`config.mk`:
```
export PLATFORM = sky130hd
export DESIGN_NAME = dpu_ram
export DESIGN_NICKNAME = d
export VERILOG_FILES = /design/src/hdl/dpu_ram.sv
export SDC_FILE = /design/constraint.sdc
export NUM_CORES = 1
export LEC_CHECK = 0
export BUFFER_PORTS_ARGS = -buffer_cell sky130_fd_sc_hd__buf_2
export CELL_PAD_IN_SITES_DETAIL_PLACEMENT = 0
export CELL_PAD_IN_SITES_GLOBAL_PLACEMENT = 1
export CORE_MARGIN = 10
export CORE_UTILIZATION = 30
export CTS_CLUSTER_SIZE = 8
export DETAILED_ROUTE_END_ITERATION = 8
export GPL_TIMING_DRIVEN = 0
export HOLD_SLACK_MARGIN = 0.03
export PLACE_DENSITY_LB_ADDON = 0.1
export SLEW_MARGIN = 20
export SYNTH_ARGS = -nofsm -noshare
export SYNTH_HDL_FRONTEND = slang
export SYNTH_SLANG_ARGS = --single-unit
```
`constraint.sdc`:
```
create_clock -name clk -period 4.65 [get_ports clk]
set_input_delay 0.6975 -clock clk [delete_from_list [all_inputs] [get_ports clk]]
set_output_delay 0.6975 -clock clk [all_outputs]
set_load 0.02 [all_outputs]
```
`src/hdl/dpu_ram.sv`:
```
// dpu_ram: generic single-write, single-read synchronous RAM, registered read.
// No dependencies.
module dpu_ram #(
	parameter int WIDTH = 32,
	parameter int DEPTH = 16
) (
	input  logic                     clk,
	input  logic                     we,
	input  logic [$clog2(DEPTH)-1:0] waddr,
	input  logic [WIDTH-1:0]         wdata,
	input  logic [$clog2(DEPTH)-1:0] raddr,
	output logic [WIDTH-1:0]         rdata
);
	logic [WIDTH-1:0] mem [DEPTH];

	always_ff @(posedge clk) begin
		if (we)
			mem[waddr] <= wdata;
		rdata <= mem[raddr];
	end
endmodule

```
==> impl_metrics.py, run 1 <==
metrics = {
    "clocking": {
        "cts_max_level": 3,
        "cts.path.max_buffers": 3,
        "ctsResizeCount": 0,
        "clock_latency_ns": 0.61,
        "cts_inserted_buffers": 78,
        "clock_sinks": 544,
        "cts_tree": "done",
        "clockRootBuffer": "clkbuf_16",
        "post_cts_buffers": 0,
        "hold_buffers": 0,
        "clkSlewWorstSetupHoldPaths_ns": 0.05,
    },
    "timing": {
        "layout_min_cycle_time_ns": 2.34,
        "timing.fmax_ghz": 0.428,
        "skew_ns": 0.0177,
        "rsz0062_at_grt": "false",
        "tightestPinTransition_ns": 0.998,
        "drv_slew": 0,
        "finalHoldViolations": 0,
        "finalSetupViolations": 0,
        "timing.final.crit_share": 0.502,
        "slew_headroom": 0.335,
        "fin_tns_setup_ns": 0,
    },
    "detailed_routing": {
        "detail-route-antenna-nets": 0,
        "dr.pass1.iters": 5,
        "drcViolationCount": 0,
        "wire_per_inst_um": 25.7,
        "wl_um": 50300,
        "vias_per_cell": 4.74,
        "drt_iter0_drc": 679,
        "num_vias": 9289,
    },
    "floorplan": {
        "die_area_um2": 76900,
        "ioPinCount": 74,
        "start_util": 0.303,
        "core_um2": 65600,
        "die_x_um": 277,
        "rows": 94,
        "die_h_um": 277,
    },
    "global_route": {
        "grt_pass1_wl_um": 73100,
        "busiest_layer": "met1",
        "met2_usage": 0.190,
        "grt_pass1_vias": 10018,
        "grtUsageTotal": 0.131,
        "antenna_found_initial": 1,
        "grt_max_degree": 18,
        "gr-total-overflow": 0,
        "met3_usage": 0.0291,
        "grtUsageMet1": 0.192,
    },
    "synthesis": {
        "syn_area_per_cell_um2": 23.7,
        "ys_seq_elements": 544,
        "netlist_area_um2": 19900,
        "synth_seq_area_share": 0.807,
        "async_flop_share": 0,
        "synth_area_leader_cell": "edfxtp_1",
        "synthCells": 838,
        "synth_top_area_frac": 0.774,
        "syn_nets": 880,
        "netlist_top_cells_area": "edfxtp_1 (77%), mux4_2 (15%), dfxtp_1 (3.2%), a22oi_1 (2.4%), nand2_1 (0.62%)",
        "yosys_warnings": 0,
        "yosysMostFrequentCell": "edfxtp_1",
        "ys_types": 18,
        "synth-edff-count": 512,
        "yosys-top-cells-count": "edfxtp_1 (512), mux4_2 (128), a22oi_1 (64)",
        "ys.flop_type": "edfxtp_1",
    },
    "job": {
        "cap_violations": 0,
    },
    "worst_setup_path": {
        "critPathKind": "input port to flip-flop",
        "arrival_ns": 2.64,
        "cp-end-kind": "flip-flop",
        "critical_path_required_ns": 4.95,
        "start_kind": "input port",
        "worstPathMaxFanout": 7,
    },
    "final_layout": {
        "multi_input_comb_area_um2": 3730,
        "regArea_um2": 16000,
        "fin_area_um2": 24400,
        "antenna_cells": 0,
        "fill_cells": 6003,
        "drive_gt1_frac": 0.332,
        "area_growth_pct": 23.1,
        "stdcell_count": 1961,
        "final_nets": 1077,
        "final_util": 0.372,
    },
    "pwr": {
        "power_density_nw_per_um2": 463,
        "power.total_mw": 11.3,
        "ir_worst_vdd_mv": 0.221,
        "p_leak_nw": 7.86,
    },
    "placement": {
        "post_dp_cell_area_um2": 22200,
        "portBuffers": 71,
        "place_hpwl_um": 32500,
        "dpl.cell_count": 1819,
        "gp_congestion": 0.658,
    },
    "outcome": {
        "status": "finished, final reports clean",
    },
    "worst_hold_path": {
        "hold_path_class": "input port to flip-flop",
    },
}
==> cell type report <==
class / count / share of cell area
Clock buffer: 137 / 0.0907
Sequential cell: 544 / 0.655
Buffer: 43 / 0.00911
Multi-Input combinational cell: 251 / 0.152
Timing Repair Buffer: 117 / 0.0463
Clock inverter: 5 / 0.00205
Tap cell: 864 / 0.0442
==> cells in the final DEF, fill, tap and decap left out, types with 9 or more instances in the layout <==
cell type,n
edfxtp_1,512
mux4_2,128
clkbuf_16,80
buf_2,75
clkbuf_1,74
a22oi_1,64
nand2_1,33
dfxtp_1,32
buf_4,31
buf_16,17
nor2_4,12
buf_1,9
==> path summary, 6_finish.rpt <==
path | startpoint | to | slack (ns) | depth (start not counted)
worst max-delay path | waddr[2] | mem[0][28] | 2.31 | 5
worst min-delay path | wdata[21] | mem[4][21] | 0.47 | 1
worst max register to register | mem[11][20] | rdata[20] | 3.17 | 3
worst min register to register | mem[12][26] | rdata[26] | 0.67 | 3
==> stage by stage <==
| stage | setup WS [ns] | hold WS (ns) |
|---|---|---|
| after floorplan | 0.773 | 0.635 |
| after global placement | -2.57 | 0.665 |
| after detailed placement | 1.68 | 0.668 |
| after CTS | 2.33 | 0.431 |
| after global routing | 2.30 | 0.462 |
| final | 2.31 | 0.473 |
==> routing by layer <==
metal  vias to the layer above  routed length, um
li1                       4001                  -
met1                      5009              24800
met2                       221              22300
met3                        56               2410
met4                         2                810
met5                         -                 17
==> flip-flops by register name, indices dropped and copies added (netlist names) <==
name and cells:
mem 512, rdata 32
==> cell families after synthesis <==
| kind of cell | share of synthesized area |
|---|---|
| AOI/OAI and AO/OA | 0.0242 |
| buffers and inverters | 0.0112 |
| DFF | 0.807 |
| muxes | 0.145 |
| and+or+nand+nor | 0.0127 |
==> critical path: stages <==
cell and delay (ns):
buf_2 0.11, or3b_2 0.59, nor3_2 0.70, buf_4 0.34, buf_4 0.18
==> power by group <==
part           total [mW]  switching (mW)  internal, mW  leakage [nW]
logic               0.571           0.354         0.217          1.89
clock network        5.23            2.03          3.20          1.07
registers            5.52          0.0253          5.49          4.89
Power figures use the tool's default switching activity.
==> run 2, diff against run 1 <==
--- a/config.mk
+++ b/config.mk
@@ -5,6 +5,7 @@
 export SDC_FILE = /design/constraint.sdc
 export NUM_CORES = 1
 export LEC_CHECK = 0
+export ABC_AREA = 1
 export BUFFER_PORTS_ARGS = -buffer_cell sky130_fd_sc_hd__buf_2
 export CELL_PAD_IN_SITES_DETAIL_PLACEMENT = 0
 export CELL_PAD_IN_SITES_GLOBAL_PLACEMENT = 1
==> constraint.sdc (replaced) <==
create_clock -name clk -period 2.3 [get_ports clk]
set_input_delay 0.345 -clock clk [delete_from_list [all_inputs] [get_ports clk]]
set_output_delay 0.345 -clock clk [all_outputs]
set_load 0.02 [all_outputs]
==> run 2 against run 1 <==
Net effect: clock-buffer cell count shrank 4; global-route usage grew 3.9 points; synthesized cell count grew to 2.5 times the previous value; largest cell class unchanged; power grew 110%; setup slack lost 1.7 ns; combinational power grew to 2.9 times the previous value; non-clock buffer count grew 46; register-to-register slack lost 1.9 ns; clock power grew 110%; via count grew 61%.
==> impl_metrics.py, run 2 <==
metrics = {
    "pwr": {
        "p_leak_nw": 11.5,
        "ir_worst_vdd_mv": 0.431,
        "power_density_nw_per_um2": 860,
    },
    "floorplan": {
        "die_x_um": 295,
        "die_area_um2": 87200,
        "start_util": 0.304,
        "ioPinCount": 74,
        "die_h_um": 295,
        "rows": 100,
        "core_um2": 74800,
    },
    "synthesis": {
        "synth_compound_area_frac": 0,
        "netlist_top_cells_area": "edfxtp_1 (68%), nand2_1 (11%), nand3_1 (8.5%), inv_1 (6.4%), dfxtp_1 (2.8%)",
        "yosys-top-cells-count": "nand2_1 (677), edfxtp_1 (512), inv_1 (388)",
        "ys_types": 15,
        "synth-edff-count": 512,
        "synth_area_leader_cell": "edfxtp_1",
        "synth_top_area_frac": 0.676,
        "yosysMostFrequentCell": "nand2_1",
        "synth_fa_ha_area_frac": 0,
        "syn_area_per_cell_um2": 10.7,
        "yosys_warnings": 0,
        "synthCells": 2120,
        "ys.flop_type": "edfxtp_1",
        "syn_nets": 2162,
        "muxShareOfSynthArea": 0,
        "synth-simple-area-share": 0.200,
        "synth_seq_area_share": 0.705,
        "ys_seq_elements": 544,
        "netlist_area_um2": 22700,
        "async_flop_share": 0,
        "synth-xor-area-share": 0,
        "synth_top_family_by_area": "simple AND/OR/NAND/NOR gates",
    },
    "timing": {
        "timing.final.crit_share": 0.739,
        "skew_ns": 0.0223,
        "rsz0062_at_grt": "false",
        "fin_ws_ns": 0.600,
        "layout_min_cycle_time_ns": 1.70,
        "finalSetupViolations": 0,
        "timing.fmax_ghz": 0.588,
        "drv_slew": 0,
        "tightestPinTransition_ns": 1.15,
        "slew_headroom": 0.231,
        "finalHoldViolations": 0,
        "hold_ws_ns": 0.117,
    },
    "clocking": {
        "clockRootBuffer": "clkbuf_16",
        "post_cts_buffers": 0,
        "cts.path.max_buffers": 3,
        "cts_tree": "done",
        "clkSlewWorstSetupHoldPaths_ns": 0.05,
        "cts_inserted_buffers": 78,
        "ctsResizeCount": 0,
        "hold_buffers": 0,
        "clock_latency_ns": 0.62,
        "clock_sinks": 544,
        "cts_max_level": 3,
    },
    "worst_setup_path": {
        "max_stage_delay_ns": 0.71,
        "path_buf_inv": 3,
        "crit_chain": "buf_2, buf_2, buf_1, nand2_1, nand3_1, nand3_1, nand2_1",
        "critPathKind": "input port to flip-flop",
        "cpLargestDelayFamily": "buffers and inverters",
        "critical_path_required_ns": 2.84,
        "worst-path-stages": 7,
        "worstPathMaxFanout": 10,
        "start_kind": "input port",
        "arrival_ns": 2.24,
        "reg2regPathDepth": 6,
        "cp-end-kind": "flip-flop",
        "crit_slowest_cell": "buf_1",
    },
    "detailed_routing": {
        "dr.pass1.iters": 5,
        "wl_um": 73800,
        "detail-route-antenna-nets": 0,
        "vias_per_cell": 4.51,
        "num_vias": 14998,
        "met1_length_um": 33700,
        "drcViolationCount": 0,
        "dr_wl_met3_um": 3190,
        "dr.max_layer_used": "met4",
        "drt_iter0_drc": 1076,
        "dr_wl_met2_um": 35400,
        "wire_per_inst_um": 22.2,
    },
    "final_layout": {
        "fin_area_um2": 27400,
        "area_growth_pct": 20.5,
        "top_regs": "mem (512), rdata (32)",
        "drive_gt1_frac": 0.120,
        "mostFrequentLayoutCells": "nand2_1 (677), edfxtp_1 (512), inv_1 (388)",
        "top_register": "mem",
        "final_nets": 2343,
        "multi_input_comb_area_um2": 4670,
        "fill_cells": 7420,
        "regArea_um2": 16000,
        "mostFrequentLayoutCell": "nand2_1",
        "largest_reg_flops": 512,
        "antenna_cells": 0,
    },
    "outcome": {
        "status": "finished, final reports clean",
    },
    "global_route": {
        "gr-total-overflow": 0,
        "grt_max_degree": 18,
        "grt_pass1_wl_um": 106000,
        "grt_pass1_vias": 14741,
        "grtUsageTotal": 0.170,
        "antenna_found_initial": 0,
    },
    "job": {
        "cap_violations": 0,
    },
    "placement": {
        "post_dp_cell_area_um2": 25100,
        "place_ws_ns": -0.0264,
        "place_hpwl_um": 48600,
        "gp_congestion": 0.740,
        "portBuffers": 71,
    },
    "worst_hold_path": {
        "hold_path_class": "input port to flip-flop",
        "hold_depth": 1,
    },
}
[run 2: per-stage QoR]
stage / total power [mW] / setup TNS [ns] / util / instances
after CTS: 23.9 / 0 / 0.366 / 3328
after global placement: 12.9 / -990.23 / 0.325 / 3160
final: 23.6 / 0 / 0.366 / 3328
after floorplan: 12.2 / -12.02 / - / 2120
after detailed placement: 13.0 / -0.0264 / 0.336 / 3190
after global routing: 24.5 / 0 / 0.366 / 3328
[run 2: power by group]
part / total [mW] / internal, mW / switching, mW
Combinational: 1.64 / 0.445 / 1.19
Clock: 10.8 / 6.51 / 4.26
Sequential: 11.1 / 11.1 / 0.0515
[run 2: cell families (layout without fill, tap and decap cells)]
| kind of cell | Yosys count | after routing |
|---|---|---|
| flops | 544 | 544 |
| simple gates | 1081 | 1081 |
| buf+inv | 495 | 734 |
[run 2: layout make-up]
class	count	area share
clock inverter	5	0.00183
buffer	105	0.0257
timing repair buffer	101	0.0387
sequential	544	0.585
inverter	390	0.0535
tap	969	0.0443
clock buffer	133	0.0811
multi-input combinational	1081	0.170
[run 2: path summary, 6_finish.rpt]
kind	start	end	slack, ns
max reg2reg	mem[15][11]	rdata[11]	1.23
min reg2reg	mem[15][23]	rdata[23]	0.66
max	raddr[1]	rdata[10]	0.60
min	wdata[19]	mem[7][19]	0.12
[run 2: layer usage]
layer  track usage  vias up
li1              -     7241
met4        0.0516        0
met5             0        -
met3        0.0251       87
met2         0.283      354
met1         0.227     7316
==> run 3, diff against run 2 <==
==> constraint.sdc (replaced) <==
create_clock -name clk -period 1.6 [get_ports clk]
set_input_delay 0.24 -clock clk [delete_from_list [all_inputs] [get_ports clk]]
set_output_delay 0.24 -clock clk [all_outputs]
set_load 0.02 [all_outputs]
==> run 3 against run 2 <==
Net effect: core utilization rose by 0.52 points; largest cell class unchanged; power rose by 44%; combinational power rose by 47%; non-clock buffer count rose by 33; critical path type unchanged; global-route usage fell by 0.070 points.
==> impl_metrics.py, run 3 (same netlist as run 2, synthesis figures left out) <==
metrics = {
    "floorplan": {
        "core_um2": 74800,
        "rows": 100,
        "die_h_um": 295,
        "start_util": 0.304,
        "ioPinCount": 74,
        "die_area_um2": 87200,
        "die_x_um": 295,
    },
    "detailed_routing": {
        "detail-route-antenna-nets": 0,
        "drt_iter0_drc": 1114,
        "dr.pass1.iters": 5,
        "drcViolationCount": 0,
        "num_vias": 15073,
        "vias_per_cell": 4.48,
        "wire_per_inst_um": 21.9,
        "wl_um": 73500,
    },
    "global_route": {
        "grt_max_degree": 20,
        "antenna_found_initial": 0,
        "grt_pass1_vias": 14749,
        "grtUsageTotal": 0.170,
        "gr-total-overflow": 0,
        "grt_pass1_wl_um": 105000,
    },
    "worst_setup_path": {
        "critical_path_required_ns": 2.12,
        "crit_chain": "buf_2, buf_4, clkbuf_1, nand3_1, nand3_1, nand3_1, nand2_1",
        "worstPathMaxFanout": 10,
        "rrSetupSlack_ns": 0.42,
        "critPathKind": "input port to flip-flop",
        "arrival_ns": 1.99,
        "start_kind": "input port",
        "max_stage_delay_ns": 0.77,
        "cp-end-kind": "flip-flop",
        "crit_slowest_cell": "clkbuf_1",
        "crit_top_cell": "nand3_1",
    },
    "final_layout": {
        "final_util": 0.371,
        "antenna_cells": 0,
        "largest_reg_flops": 512,
        "final_nets": 2376,
        "area_growth_pct": 22.3,
        "top_regs": "mem (512), rdata (32)",
        "mostFrequentLayoutCell": "nand2_1",
        "top_register": "mem",
        "drive_gt1_frac": 0.119,
        "mostFrequentLayoutCells": "nand2_1 (677), edfxtp_1 (512), inv_1 (388)",
        "stdcell_count": 3364,
        "fill_cells": 7364,
    },
    "clocking": {
        "clockRootBuffer": "clkbuf_16",
        "cts_max_level": 3,
        "clock_latency_ns": 0.62,
        "clock_sinks": 544,
        "cts_inserted_buffers": 78,
        "clkSlewWorstSetupHoldPaths_ns": 0.05,
        "cts_tree": "done",
        "cts.path.max_buffers": 3,
    },
    "pwr": {
        "power_density_nw_per_um2": 1220,
        "p_leak_nw": 11.7,
        "ir_worst_vdd_mv": 0.735,
    },
    "timing": {
        "timing.final.crit_share": 0.921,
        "rsz0062_at_grt": "false",
        "finalSetupViolations": 0,
        "finalHoldViolations": 0,
        "timing.fmax_ghz": 0.679,
        "skew_ns": 0.0230,
        "layout_min_cycle_time_ns": 1.47,
        "drv_slew": 0,
        "slew_headroom": 0.322,
        "hold_ws_ns": 0.196,
        "tightestPinTransition_ns": 1.02,
    },
    "placement": {
        "dpl.cell_count": 3192,
        "gp_congestion": 0.743,
        "place_hpwl_um": 48700,
        "portBuffers": 71,
    },
    "outcome": {
        "status": "finished, final reports clean",
    },
    "worst_hold_path": {
        "hold_path_class": "input port to flip-flop",
    },
    "job": {
        "cap_violations": 0,
    },
}
-- run 3: cell types whose count changed in the layout (fill, tap and decap cells not counted), sizes merged --
cell,delta
dlygate4sd3,+32
buf,+1
clkinv,-1
clkbuf,+4
-- run 3: path summary, 6_finish.rpt --
check                                  from   endpoint  cells past startpoint
worst max-delay path               raddr[1]  rdata[17]                      7
worst min register to register  mem[10][23]  rdata[23]                      6
worst min-delay path               raddr[3]  rdata[31]                      3
worst max register to register   mem[9][17]  rdata[17]                      6
-- run 3: cell type report --
class                           count  area [um^2]  share of cell area
Buffer                            104          699              0.0252
Clock buffer                      137         2260              0.0812
Inverter                          390         1470              0.0528
Tap cell                          969         1210              0.0436
Sequential cell                   544        16000               0.576
Clock inverter                      4         46.3             0.00167
Timing Repair Buffer              135         1430              0.0513
Multi-Input combinational cell   1081         4670               0.168
-- run 3: what timing repair did --
action                                 in CTS  in global routing
hold buffers                               32                  0
buffers inserted                            0                  0
endpoints found under the hold margin     479                  0
setup endpoints to repair                   1                  1
gates resized for setup                     0                  2
-- run 3: per-stage QoR --
stage          setup TNS [ns]  power [mW]  cell area [um^2]  worst slack [ns]
5_1_grt                     0        35.3             27800            0.0217
6_report                    0        34.0             27800             0.127
3_3_place_gp          -732.95        18.6             24300             -1.64
2_1_floorplan          -72.00        17.5             22800            -0.173
4_1_cts                     0        34.5             27800            0.0459
3_5_place_dp           -87.70        18.7             25200            -0.696
-- run 3: power by group --
group          switching [mW]  internal (mW)  total, mW
Sequential             0.0749           16.0       16.0
Combinational            1.72          0.696       2.41
Clock                    6.11           9.47       15.6
Total                    7.90           26.1       34.0
-- run 3: layer usage --
layer | global-route usage | vias to the layer above | routed length (um)
met2 | 0.277 | 356 | 34500
met4 | 0.0501 | 0 | 1910
met3 | 0.0274 | 117 | 3210
met1 | 0.229 | 7298 | 33900
li1 | - | 7302 | -
met5 | 0 | - | 0
-- run 3: critical path, delay by kind of cell --
kind	cells	cell delay, ns
simple gates	4	0.64
buf+inv	3	1.10
